### src/rtl/odo_pkg.sv
`timescale 1ns / 1ps
package odo_pkg;

	// default precision of the cos/sin unit
	localparam int TRIG_BITS_DEF = 16;

	// configuration register indexes
	localparam logic [1:0] REG_LEFT_DPT  = 2'd0;
	localparam logic [1:0] REG_RIGHT_DPT = 2'd1;
	localparam logic [1:0] REG_HEAD_PM   = 2'd2;

	// configuration reset values
	localparam logic [31:0] LEFT_DPT_RST  = 32'd329418;
	localparam logic [31:0] RIGHT_DPT_RST = 32'd329418;
	localparam logic [39:0] HEAD_PM_RST   = 40'd2278541500;

	// input commands
	localparam logic CMD_START  = 1'b0;
	localparam logic CMD_SAMPLE = 1'b1;

	// CORDIC gain 0.607252935 in Q0.32
	localparam longint CORDIC_GAIN_Q32 = 64'd2608131496;

	// arctan(2^-i) as a fraction of one turn, Q0.32
	localparam logic [31:0] ATAN_TURN [24] = '{
		32'h20000000, 32'h12E4051E, 32'h09FB385B, 32'h051111D4, 32'h028B0D43,
		32'h0145D7E1, 32'h00A2F61E, 32'h00517C55, 32'h0028BE53, 32'h00145F2F,
		32'h000A2F98, 32'h000517CC, 32'h00028BE6, 32'h000145F3, 32'h0000A2FA,
		32'h0000517D, 32'h000028BE, 32'h0000145F, 32'h00000A30, 32'h00000518,
		32'h0000028C, 32'h00000146, 32'h000000A3, 32'h00000051
	};

	typedef struct packed {
		logic               cmd;
		logic [31:0]        left_count;
		logic [31:0]        right_count;
		logic signed [31:0] start_x;
		logic signed [31:0] start_y;
		logic [15:0]        start_heading;
	} odo_sample_t;

	typedef struct packed {
		logic signed [31:0] pos_x;
		logic signed [31:0] pos_y;
		logic [15:0]        heading;
	} odo_pose_t;

endpackage

### src/rtl/odo_mul.sv
`timescale 1ns / 1ps
module odo_mul import odo_pkg::*; (
	input  logic               clk,
	input  logic signed [32:0] a,
	input  logic signed [32:0] b,
	output logic signed [65:0] p
);

	// shared signed multiplier, product registered
	logic signed [65:0] p_q;

	always_ff @(posedge clk) begin
		p_q <= a * b;
	end

	assign p = p_q;

endmodule

### config.mk
export PLATFORM = sky130hd
export DESIGN_NAME = odo_mul
export DESIGN_NICKNAME = d
export VERILOG_FILES = /design/src/rtl/odo_pkg.sv /design/src/rtl/odo_mul.sv
export SDC_FILE = /design/constraint.sdc
export NUM_CORES = 2
export LEC_CHECK = 0
export ABC_AREA = 1
export BUFFER_PORTS_ARGS = -buffer_cell sky130_fd_sc_hd__buf_2
export CAP_MARGIN = 20
export CORE_UTILIZATION = 35
export CTS_CLUSTER_SIZE = 28
export DETAILED_ROUTE_END_ITERATION = 16
export HOLD_SLACK_MARGIN = 0.08
export PLACE_DENSITY = 0.61
export SLEW_MARGIN = 20
export SYNTH_ARGS = -nofsm -noshare
export SYNTH_HDL_FRONTEND = slang
export SYNTH_SLANG_ARGS = --single-unit
### constraint.sdc
create_clock -name clk -period 18.9 [get_ports clk]
set_clock_uncertainty 0.1 [all_clocks]
set_input_delay 1.89 -clock clk [delete_from_list [all_inputs] [get_ports clk]]
set_output_delay 1.89 -clock clk [all_outputs]
set_load 0.005 [all_outputs]
==> key figures <==
GRT
  • Gr ovfl total: 0
  • Grt met1 use: 25.1%
  • Global-route wire length before repair: 199,000 µm
  • Initial antenna violation count: 10
  • GRT busiest layer: met2
  • Largest net degree at the start of global routing: 35
  • Vias in the first global route: 36.4k
  • Met2 Usage GRT: 37.1%
  • Met3 Use GR: 2.23%
  • GRT Total Usage: 20.3%

Critical path
  • Crit path from: b[9]
  • WP data required: 19,040 ps
  • Startpoint class of the critical path: input port
  • Worst path cell trace: buf_2 > nand2_1 > fa_1 > fa_1 > fa_1 > inv_1 > fa_1 > fa_1 > fa_1 > fa_1 > inv_1 > fa_1 > inv_1 > ha_1 > nand2_1 > nor2_1 > nand3_1 > nor2_1 > o21ai_0 > nand4_1 > nand2_1
  • Crit. End Element: register
  • Cell family with most CP delay: adder cells
  • Maximum fanout along the worst path: 33
  • Crit path buffers/inverters: 4
  • Stages on worst setup path: 21
  • Most frequent CP cell: fa_1
  • Critical Path AT: 9570 ps
  • Critical Path Slowest Stage Cell: fa_1
  • Slowest stage delay, CP: 940 ps
  • Critical path type: in2reg

Clock network
  • # clock sinks: 66
  • # Post-CTS Setup Buffers: 0
  • CTS root buf: clkbuf_16
  • CTS clk-pin slew, worst paths: roughly 60 ps
  • Clock buffer count from CTS: 9
  • Clock Path Buffers: 2
  • Post-CTS Resized: 0
  • H-tree depth: 3
  • CTS tree: yes
  • Hold_buf cts: 0

Place
  • Dpl hpwl: 102,000 µm
  • Placed Instance Area: 45,100 µm²
  • Routability cong.: 0.927
  • I/O Buffers: 132

Routing
  • Total Wirelength: 120,000 µm
  • Antenna Violating Nets Remaining: 0
  • Drt initial violations: roughly 2k
  • Vias/cell: approximately 4.6
  • Pre-Repair DR Iteration Count: 5
  • DRC viols: 0
  • DR WL/cell: 17.0 µm
  • Via Count: roughly 33k

Synth
  • Mapped Area: 43,200 µm²
  • Net count after synthesis: about 7.0k
  • Sequential fraction of the synthesis area: around 3.1%
  • Area contributors post-synth: fa_1 (53%), inv_1 (16%), nand2_1 (13%)
  • Top-area cell type share of the netlist area: 53.1%
  • Synthesis Warnings: 0
  • Cell variety after synth: 35
  • Syn Inst Count: approximately 5.5k
  • Flops & latches, synth: 66
  • Mean Syn Cell Area: 7.79 µm²
  • Cell taking the most area after synthesis: fa_1

Worst hold path
  • Cells on Worst Hold Path: 3
  • Hold path start: b[0]
  • HP Class: in2reg

Timing
  • Hold Slack: between 2000 and 2500 ps
  • Final Slew Violations: 0
  • RSZ-0062 raised after global routing: no
  • Worst-margin pin slew: 1010 ps
  • Setup TNS: 0 ps
  • Endpoints failing hold: 0
  • Final worst path period share: 49.9%
  • Setup violations, final: 0
  • Worst slew margin: 32.4%
  • Max Fclk: 106 MHz
  • Fin crit period: 9430 ps

Floorplanning
  • Ports: 133
  • Die Footprint: between 100,000 and 150,000 µm²
  • Initial Util: roughly 35%
  • FP Rows: approximately 130
  • DIE WIDTH: about 350 µm
  • Chip Height: approximately 350 µm
  • Core area: 122,000 µm²

Flow run
  • Number of max-cap violations: 0

Cells and area
  • Synth-to-layout area growth: 5.06%
  • Number of flip-flops in the largest register: 66
  • Final net count: 6,876
  • Share of cells above drive strength 1: under 10%
  • Design Area, Final: 45,400 µm²

Run status
  • Outcome: complete, no violations
-- final cells by class --
cell class,count,area (µm²)
well taps,1625,2030
repair buffers,156,841
multi-input cells,3319,33800
clock inverters,6,67.6
inverters,1895,7110
clock buffers,9,225
diodes,1,2.50
fillers,12759,76700
flip-flops and latches,66,1320
-- synthesized netlist by cell type, drive strengths merged --
| cell | instances |
|---|---|
| or2 | 6 |
| xor2 | 37 |
| and2 | 3 |
| a21o | 2 |
| nor3 | 8 |
| xnor2 | 4 |
| nor2 | 154 |
| a21oi | 65 |
| fa | 1145 |
| a21boi | 1 |
| nor4 | 5 |
| nand3b | 3 |
| o21ai | 23 |
| buf | 1 |
| nand2 | 1534 |
| nand4 | 19 |
| inv | 1895 |
| dfxtp | 66 |
| o21bai | 14 |
| clkbuf | 262 |
| o21a | 1 |
| ha | 217 |
| nand3 | 78 |
-- cell usage in the layout (no fill, tap or decap), types with 2 or more instances in the layout --
cell,netlist,layout
a21o_1,2,2
a21oi_1,61,61
a21oi_2,4,4
and2_1,2,2
buf_2,0,132
buf_4,0,24
clkbuf_16,0,9
clkinvlp_4,0,2
dfxtp_1,66,66
fa_1,1145,1144
ha_1,217,217
inv_1,1894,1893
nand2_1,1517,1517
nand2_2,17,17
nand3_1,70,70
nand3_2,8,8
nand3b_1,3,3
nand4_1,19,19
nor2_1,131,131
nor2_2,20,20
nor2_4,3,3
nor3_1,7,7
nor4_1,4,4
o21ai_0,19,19
o21ai_1,3,3
o21bai_1,14,14
or2_2,5,5
xnor2_1,4,4
xor2_1,37,37
-- logic make-up (layout without fill, tap and decap cells) --
kind of cell               Yosys count  count (layout)  synth area share [%]
AOI/OAI and AO/OA                  106             106                  1.38
xor gates and xnor gates            41              41                 0.832
adders and majority gates         1362            1362                  59.4
buffers and inverters             2158            2066                  18.8
DFF                                 66              66                  3.06
other                                0               1                     0
and+or+nand+nor                   1810            1810                  16.6
-- metrics by stage --
stage | cells | utilization [%] | setup slack, ps
6_report | 7077 | 37.2 | 9470
5_1_grt | 7077 | 37.2 | 9040
4_1_cts | 7076 | 37.2 | 9400
3_5_place_dp | 7061 | 36.9 | 9070
3_3_place_gp | 7061 | 36.9 | 9130
2_1_floorplan | 5543 | - | 10150
-- path summary, 6_finish.rpt --
kind	endpoint	slack, ps
min	p[0]	2200
max	p[57]	9470
-- routing by layer --
metal / routed length [µm] / part of all wire [%]
met5: 63 / 0.052
met4: 3760 / 3.1
met3: 6270 / 5.2
met2: 61800 / 51
met1: 48600 / 40
Power is not shown: default switching activity piles up to over one toggle a cycle in this logic, so the estimate is an artifact.
