==> config.mk <==
export PLATFORM = sky130hd
export DESIGN_NAME = odo_cordic
export DESIGN_NICKNAME = d
export VERILOG_FILES = /design/src/rtl/odo_pkg.sv /design/src/rtl/odo_cordic.sv
export SDC_FILE = /design/constraint.sdc
export NUM_CORES = 1
export LEC_CHECK = 0
export ABC_CLOCK_PERIOD_IN_PS = 6900
export BUFFER_PORTS_ARGS = -buffer_cell sky130_fd_sc_hd__buf_2
export CAP_MARGIN = 20
export CORE_MARGIN = 5
export CORE_UTILIZATION = 45
export DETAILED_ROUTE_END_ITERATION = 12
export GPL_TIMING_DRIVEN = 1
export MAX_ROUTING_LAYER = met4
export PLACE_DENSITY_LB_ADDON = 0.12
export SKIP_CTS_REPAIR_TIMING = 1
export SYNTH_ARGS = -nofsm -noshare
export SYNTH_HDL_FRONTEND = slang
export SYNTH_SLANG_ARGS = --single-unit
==> constraint.sdc <==
create_clock -name clk -period 6.9 [get_ports clk]
set_input_delay 0.69 -clock clk [delete_from_list [all_inputs] [get_ports clk]]
set_output_delay 0.69 -clock clk [all_outputs]
set_load 0.01 [all_outputs]
==> src/rtl/odo_pkg.sv <==
`timescale 1ns / 1ps
package odo_pkg;

	// default precision of the cos/sin unit
	localparam int TRIG_BITS_DEF = 16;

	// configuration register indexes
	localparam logic [1:0] REG_LEFT_DPT  = 2'd0;
	localparam logic [1:0] REG_RIGHT_DPT = 2'd1;
	localparam logic [1:0] REG_HEAD_PM   = 2'd2;

	// configuration reset values
	localparam logic [31:0] LEFT_DPT_RST  = 32'd329418;
	localparam logic [31:0] RIGHT_DPT_RST = 32'd329418;
	localparam logic [39:0] HEAD_PM_RST   = 40'd2278541500;

	// input commands
	localparam logic CMD_START  = 1'b0;
	localparam logic CMD_SAMPLE = 1'b1;

	// CORDIC gain 0.607252935 in Q0.32
	localparam longint CORDIC_GAIN_Q32 = 64'd2608131496;

	// arctan(2^-i) as a fraction of one turn, Q0.32
	localparam logic [31:0] ATAN_TURN [24] = '{
		32'h20000000, 32'h12E4051E, 32'h09FB385B, 32'h051111D4, 32'h028B0D43,
		32'h0145D7E1, 32'h00A2F61E, 32'h00517C55, 32'h0028BE53, 32'h00145F2F,
		32'h000A2F98, 32'h000517CC, 32'h00028BE6, 32'h000145F3, 32'h0000A2FA,
		32'h0000517D, 32'h000028BE, 32'h0000145F, 32'h00000A30, 32'h00000518,
		32'h0000028C, 32'h00000146, 32'h000000A3, 32'h00000051
	};

	typedef struct packed {
		logic               cmd;
		logic [31:0]        left_count;
		logic [31:0]        right_count;
		logic signed [31:0] start_x;
		logic signed [31:0] start_y;
		logic [15:0]        start_heading;
	} odo_sample_t;

	typedef struct packed {
		logic signed [31:0] pos_x;
		logic signed [31:0] pos_y;
		logic [15:0]        heading;
	} odo_pose_t;

endpackage

==> src/rtl/odo_cordic.sv <==
`timescale 1ns / 1ps
module odo_cordic import odo_pkg::*; #(
	parameter int TRIG_BITS = TRIG_BITS_DEF
) (
	input  logic                     clk,
	input  logic                     arst_n,
	input  logic                     start,
	input  logic [15:0]              angle,
	output logic                     done,
	output logic signed [TRIG_BITS+2:0] cos_val,
	output logic signed [TRIG_BITS+2:0] sin_val
);

	localparam int     VW = TRIG_BITS + 3;
	localparam longint XG = (CORDIC_GAIN_Q32 + (64'd1 << (31 - TRIG_BITS))) >> (32 - TRIG_BITS);
	localparam logic signed [VW-1:0] X_INIT = VW'(XG);
	localparam logic [4:0] LAST = 5'(TRIG_BITS - 1);

	logic signed [VW-1:0] x_q, y_q, xs, ys;
	logic signed [33:0]   z_q, at;
	logic [4:0]           i_q;
	logic                 run_q, flip_q, done_q;
	logic                 flip;
	logic [15:0]          a16;

	// fold the left half plane onto the right one
	assign flip = angle[15] ^ angle[14];
	assign a16  = flip ? (angle ^ 16'h8000) : angle;

	assign xs = x_q >>> i_q;
	assign ys = y_q >>> i_q;
	assign at = $signed({2'b00, ATAN_TURN[i_q]});

	// one rotation per cycle
	always_ff @(posedge clk or negedge arst_n) begin
		if (!arst_n) begin
			run_q  <= 1'b0;
			done_q <= 1'b0;
			i_q    <= 5'd0;
		end else begin
			done_q <= 1'b0;
			if (start) begin
				run_q <= 1'b1;
				i_q   <= 5'd0;
			end else if (run_q) begin
				if (i_q == LAST) begin
					run_q  <= 1'b0;
					done_q <= 1'b1;
				end else begin
					i_q <= i_q + 5'd1;
				end
			end
		end
	end

	always_ff @(posedge clk) begin
		if (start) begin
			flip_q <= flip;
			x_q    <= X_INIT;
			y_q    <= '0;
			z_q    <= 34'($signed({a16, 16'h0000}));
		end else if (run_q) begin
			if (!z_q[33]) begin
				x_q <= x_q - ys;
				y_q <= y_q + xs;
				z_q <= z_q - at;
			end else begin
				x_q <= x_q + ys;
				y_q <= y_q - xs;
				z_q <= z_q + at;
			end
		end
	end

	assign done    = done_q;
	assign cos_val = flip_q ? -x_q : x_q;
	assign sin_val = flip_q ? -y_q : y_q;

endmodule

==> run summary <==
Status: finished clean
Initial antenna violation count: 0
Slew margin rel.: 0.384
Vias in the first global route: 9753
Post-Syn Instances: 1403
Most frequent cells in the layout: nand2_1 (153), nor2_1 (133), a21oi_1 (106)
Crit path buffers/inverters: 1
First-pass GRT wire length: 52500 um
Sequential cell area fraction in the yosys report: 0.165
Post-route ant nets: 0
Die H: 167 um
Routed len/inst: 19.0 um
Global route total overflow: 0
Most common cell after layout, fill and taps aside: nand2_1
Detailed Routing Iterations Pass 1: 5
Die Area: 0.0279 mm2
Placed cells: 1710
Pwr Density: 613 mW/mm2
Max incr delay on CP: 0.59 ns
Critical path launch point: i_q[0]
Post-Syn Nets: 1509
Cts bufs inserted: 9
Io pins: 58
Num Clock Sinks: 80
Clk_lat worst skew: 0.37 ns
Total GRT Usage: 0.236
Worst vdd ir: 0.420 mV
Nets: 1504
Data required, critical path: 7.02 ns
LEAKAGE: 5.15 nW
Routed wire length: 32800 um
Critical Path Source Type: flop
Post-synth EDFFs: 19
FP Rows: 57
Crit Path Class: reg -> reg
CP top delay family: compound AO/OA/AOI/OAI gates
Netlist cell types: 93
Fmax: 169 MHz
H-tree depth: 3
Crit. End Element: flop
Seq cells post-synth: 80
Period minus WS final: 5.92 ns
Avg Inst Size Synth: 7.90 um2
Final setup fails: 0
HP Class: in -> async
Reg-to-Reg Start: i_q[0]
Number of port buffers: 57
Synth warn: 0
CP max FO: 18
Max Slew Vio Count: 0
CTS tree: built
CP arrival: 6.04 ns
Total of max-cap violations: 0
Setup Skew: 0.0149 ns
Setup TNS: 0 ns
Routability Congestion: 0.935
Fin. Hold Viols: 0
Area Growth Syn to Fin: 6.46%
RSZ-0062 raised after global routing: false
CP max stage cell: dfrtp_2
Share of layout cells above drive strength 1: 0.126
Async SR Flop Fraction: 0.0875
DR vias/cell: 6.00
Ys flop type: dfxtp_1
Core area: 0.0243 mm2
Diode count: 0
Non-Filler Instances: 1727
Vias: 10400
Starting Density: 0.456
Clock Path Buffers: 2
Clk root buf: clkbuf_16
Mapped Area: 0.0111 mm2
Tcrit/Tclk final: 0.858
Crit path cell chain: inv_1, ha_1, nand2_1, o2111ai_1, o211ai_1, nor4b_2, nand2_1, nor2_1, a21oi_1, xor2_1, ha_1, a21o_1, a21o_1, a21oi_1, o21ai_0, o21ai_0, o221ai_1, a221o_1, a21oi_1, xor2_1, o21ai_0
Iter 0 DRT Violations: 868
Final HPWL DP: 23900 um
Clk slew on worst S/H paths: 0.08 ns
DIE WIDTH: 167 um
Largest net degree at the start of global routing: 58
DR DRC count: 0
Worst-Margin Slew: 0.924 ns
[state kept, by name, indices dropped and copies added, names as in the netlist]
signal / count
i_q: 5
run_q: 1
x_q: 19
z_q: 34
flip_q: 1
done: 1
y_q: 19
[cell usage after synthesis, types with 6 or more instances]
master	count	area [um2]
nand3_1	20	100
clkbuf_1	47	176
mux4_2	27	608
o31ai_1	15	113
and2_1	12	75.1
edfxtp_1	19	571
o21a_1	15	113
buf_4	14	105
nor2_1	133	499
buf_6	6	67.6
or2_2	9	56.3
o211ai_1	15	113
o21ai_0	104	521
a211oi_1	15	113
ha_1	84	1050
a21o_1	22	165
nor3_1	26	130
buf_2	17	85.1
mux2i_1	49	490
a22o_1	8	70.1
nand2b_1	18	113
a31oi_1	18	113
o22ai_1	6	37.5
dfrtp_1	7	175
inv_1	37	139
or3_1	12	75.1
buf_1	10	37.5
nand2_1	153	574
o21bai_1	11	82.6
o41ai_1	8	70.1
xnor2_1	94	823
xor2_1	60	526
mux2_2	17	191
nor2b_1	14	87.6
dfxtp_1	54	1080
a21oi_1	106	531
a22oi_1	7	52.6
and3_1	15	93.8
[cells by family (layout without fill, tap and decap cells)]
kind of cell | Yosys count | in the layout | synth area share
AOI/OAI and AO/OA | 404 | 404 | 0.237
buffers and inverters | 138 | 138 | 0.0590
xor gates and xnor gates | 156 | 156 | 0.125
adders and majority gates | 87 | 87 | 0.100
DFF | 80 | 80 | 0.165
muxes | 99 | 99 | 0.129
and+or+nand+nor | 439 | 439 | 0.185
[cell type report]
cell class                 instances  area, um2
inverter                          42        158
timing repair buffer              80        478
sequential                        80       1830
tap                              324        405
clock buffer                      10        250
multi-input combinational       1185       8610
fill                            2401      12500
clock inverter                     6       76.3
[routing by layer]
layer	up-vias	share of wire	GRT usage
met5	-	0	-
met4	0	0.020	0.0687
met3	46	0.058	0.0251
met2	297	0.44	0.355
met1	4917	0.49	0.335
li1	5101	-	-
[report_power, final]
group	internal (mW)	switching [mW]	leakage [nW]	total, mW
combinational	2.57	3.00	4.25	5.58
clock	0.310	0.243	0.161	0.553
sequential	0.726	0.379	0.742	1.11
total	3.61	3.62	5.15	7.24
[final timing paths]
kind	end	slack [ns]	depth (start not counted)
max in group asynchronous	i_q[0]	6.55	1
max reg2reg	z_q[32]	0.98	21
min in group clk	z_q[8]	0.48	2
max	z_q[32]	0.98	21
min reg2reg	z_q[8]	0.48	2
min	done	0.16	1
[stage by stage]
step	util	hold WS, ns	area, um2	power (mW)	setup WS, ns
after global routing	0.486	0.162	11800	8.02	0.435
final	0.486	0.160	11800	7.24	0.980
after global placement	0.471	0.451	11500	6.59	1.12
after CTS	0.484	0.152	11800	7.24	1.05
after detailed placement	0.471	0.474	11500	6.63	1.07
after floorplan	-	0.394	11100	5.51	1.46
[worst reg2reg max path, stage by stage, from the launching register on]
cell and delay [ns]:
dfrtp_2 0.59, inv_1 0.26, ha_1 0.58, nand2_1 0.10, o2111ai_1 0.11, o211ai_1 0.27
nor4b_2 0.40, nand2_1 0.09, nor2_1 0.28, a21oi_1 0.21, xor2_1 0.21, ha_1 0.35
a21o_1 0.20, a21o_1 0.17, a21oi_1 0.25, o21ai_0 0.13, o21ai_0 0.44, o221ai_1 0.31
a221o_1 0.34, a21oi_1 0.17, xor2_1 0.15, o21ai_0 0.08
Note: power is estimated with default switching activity, not from simulation.
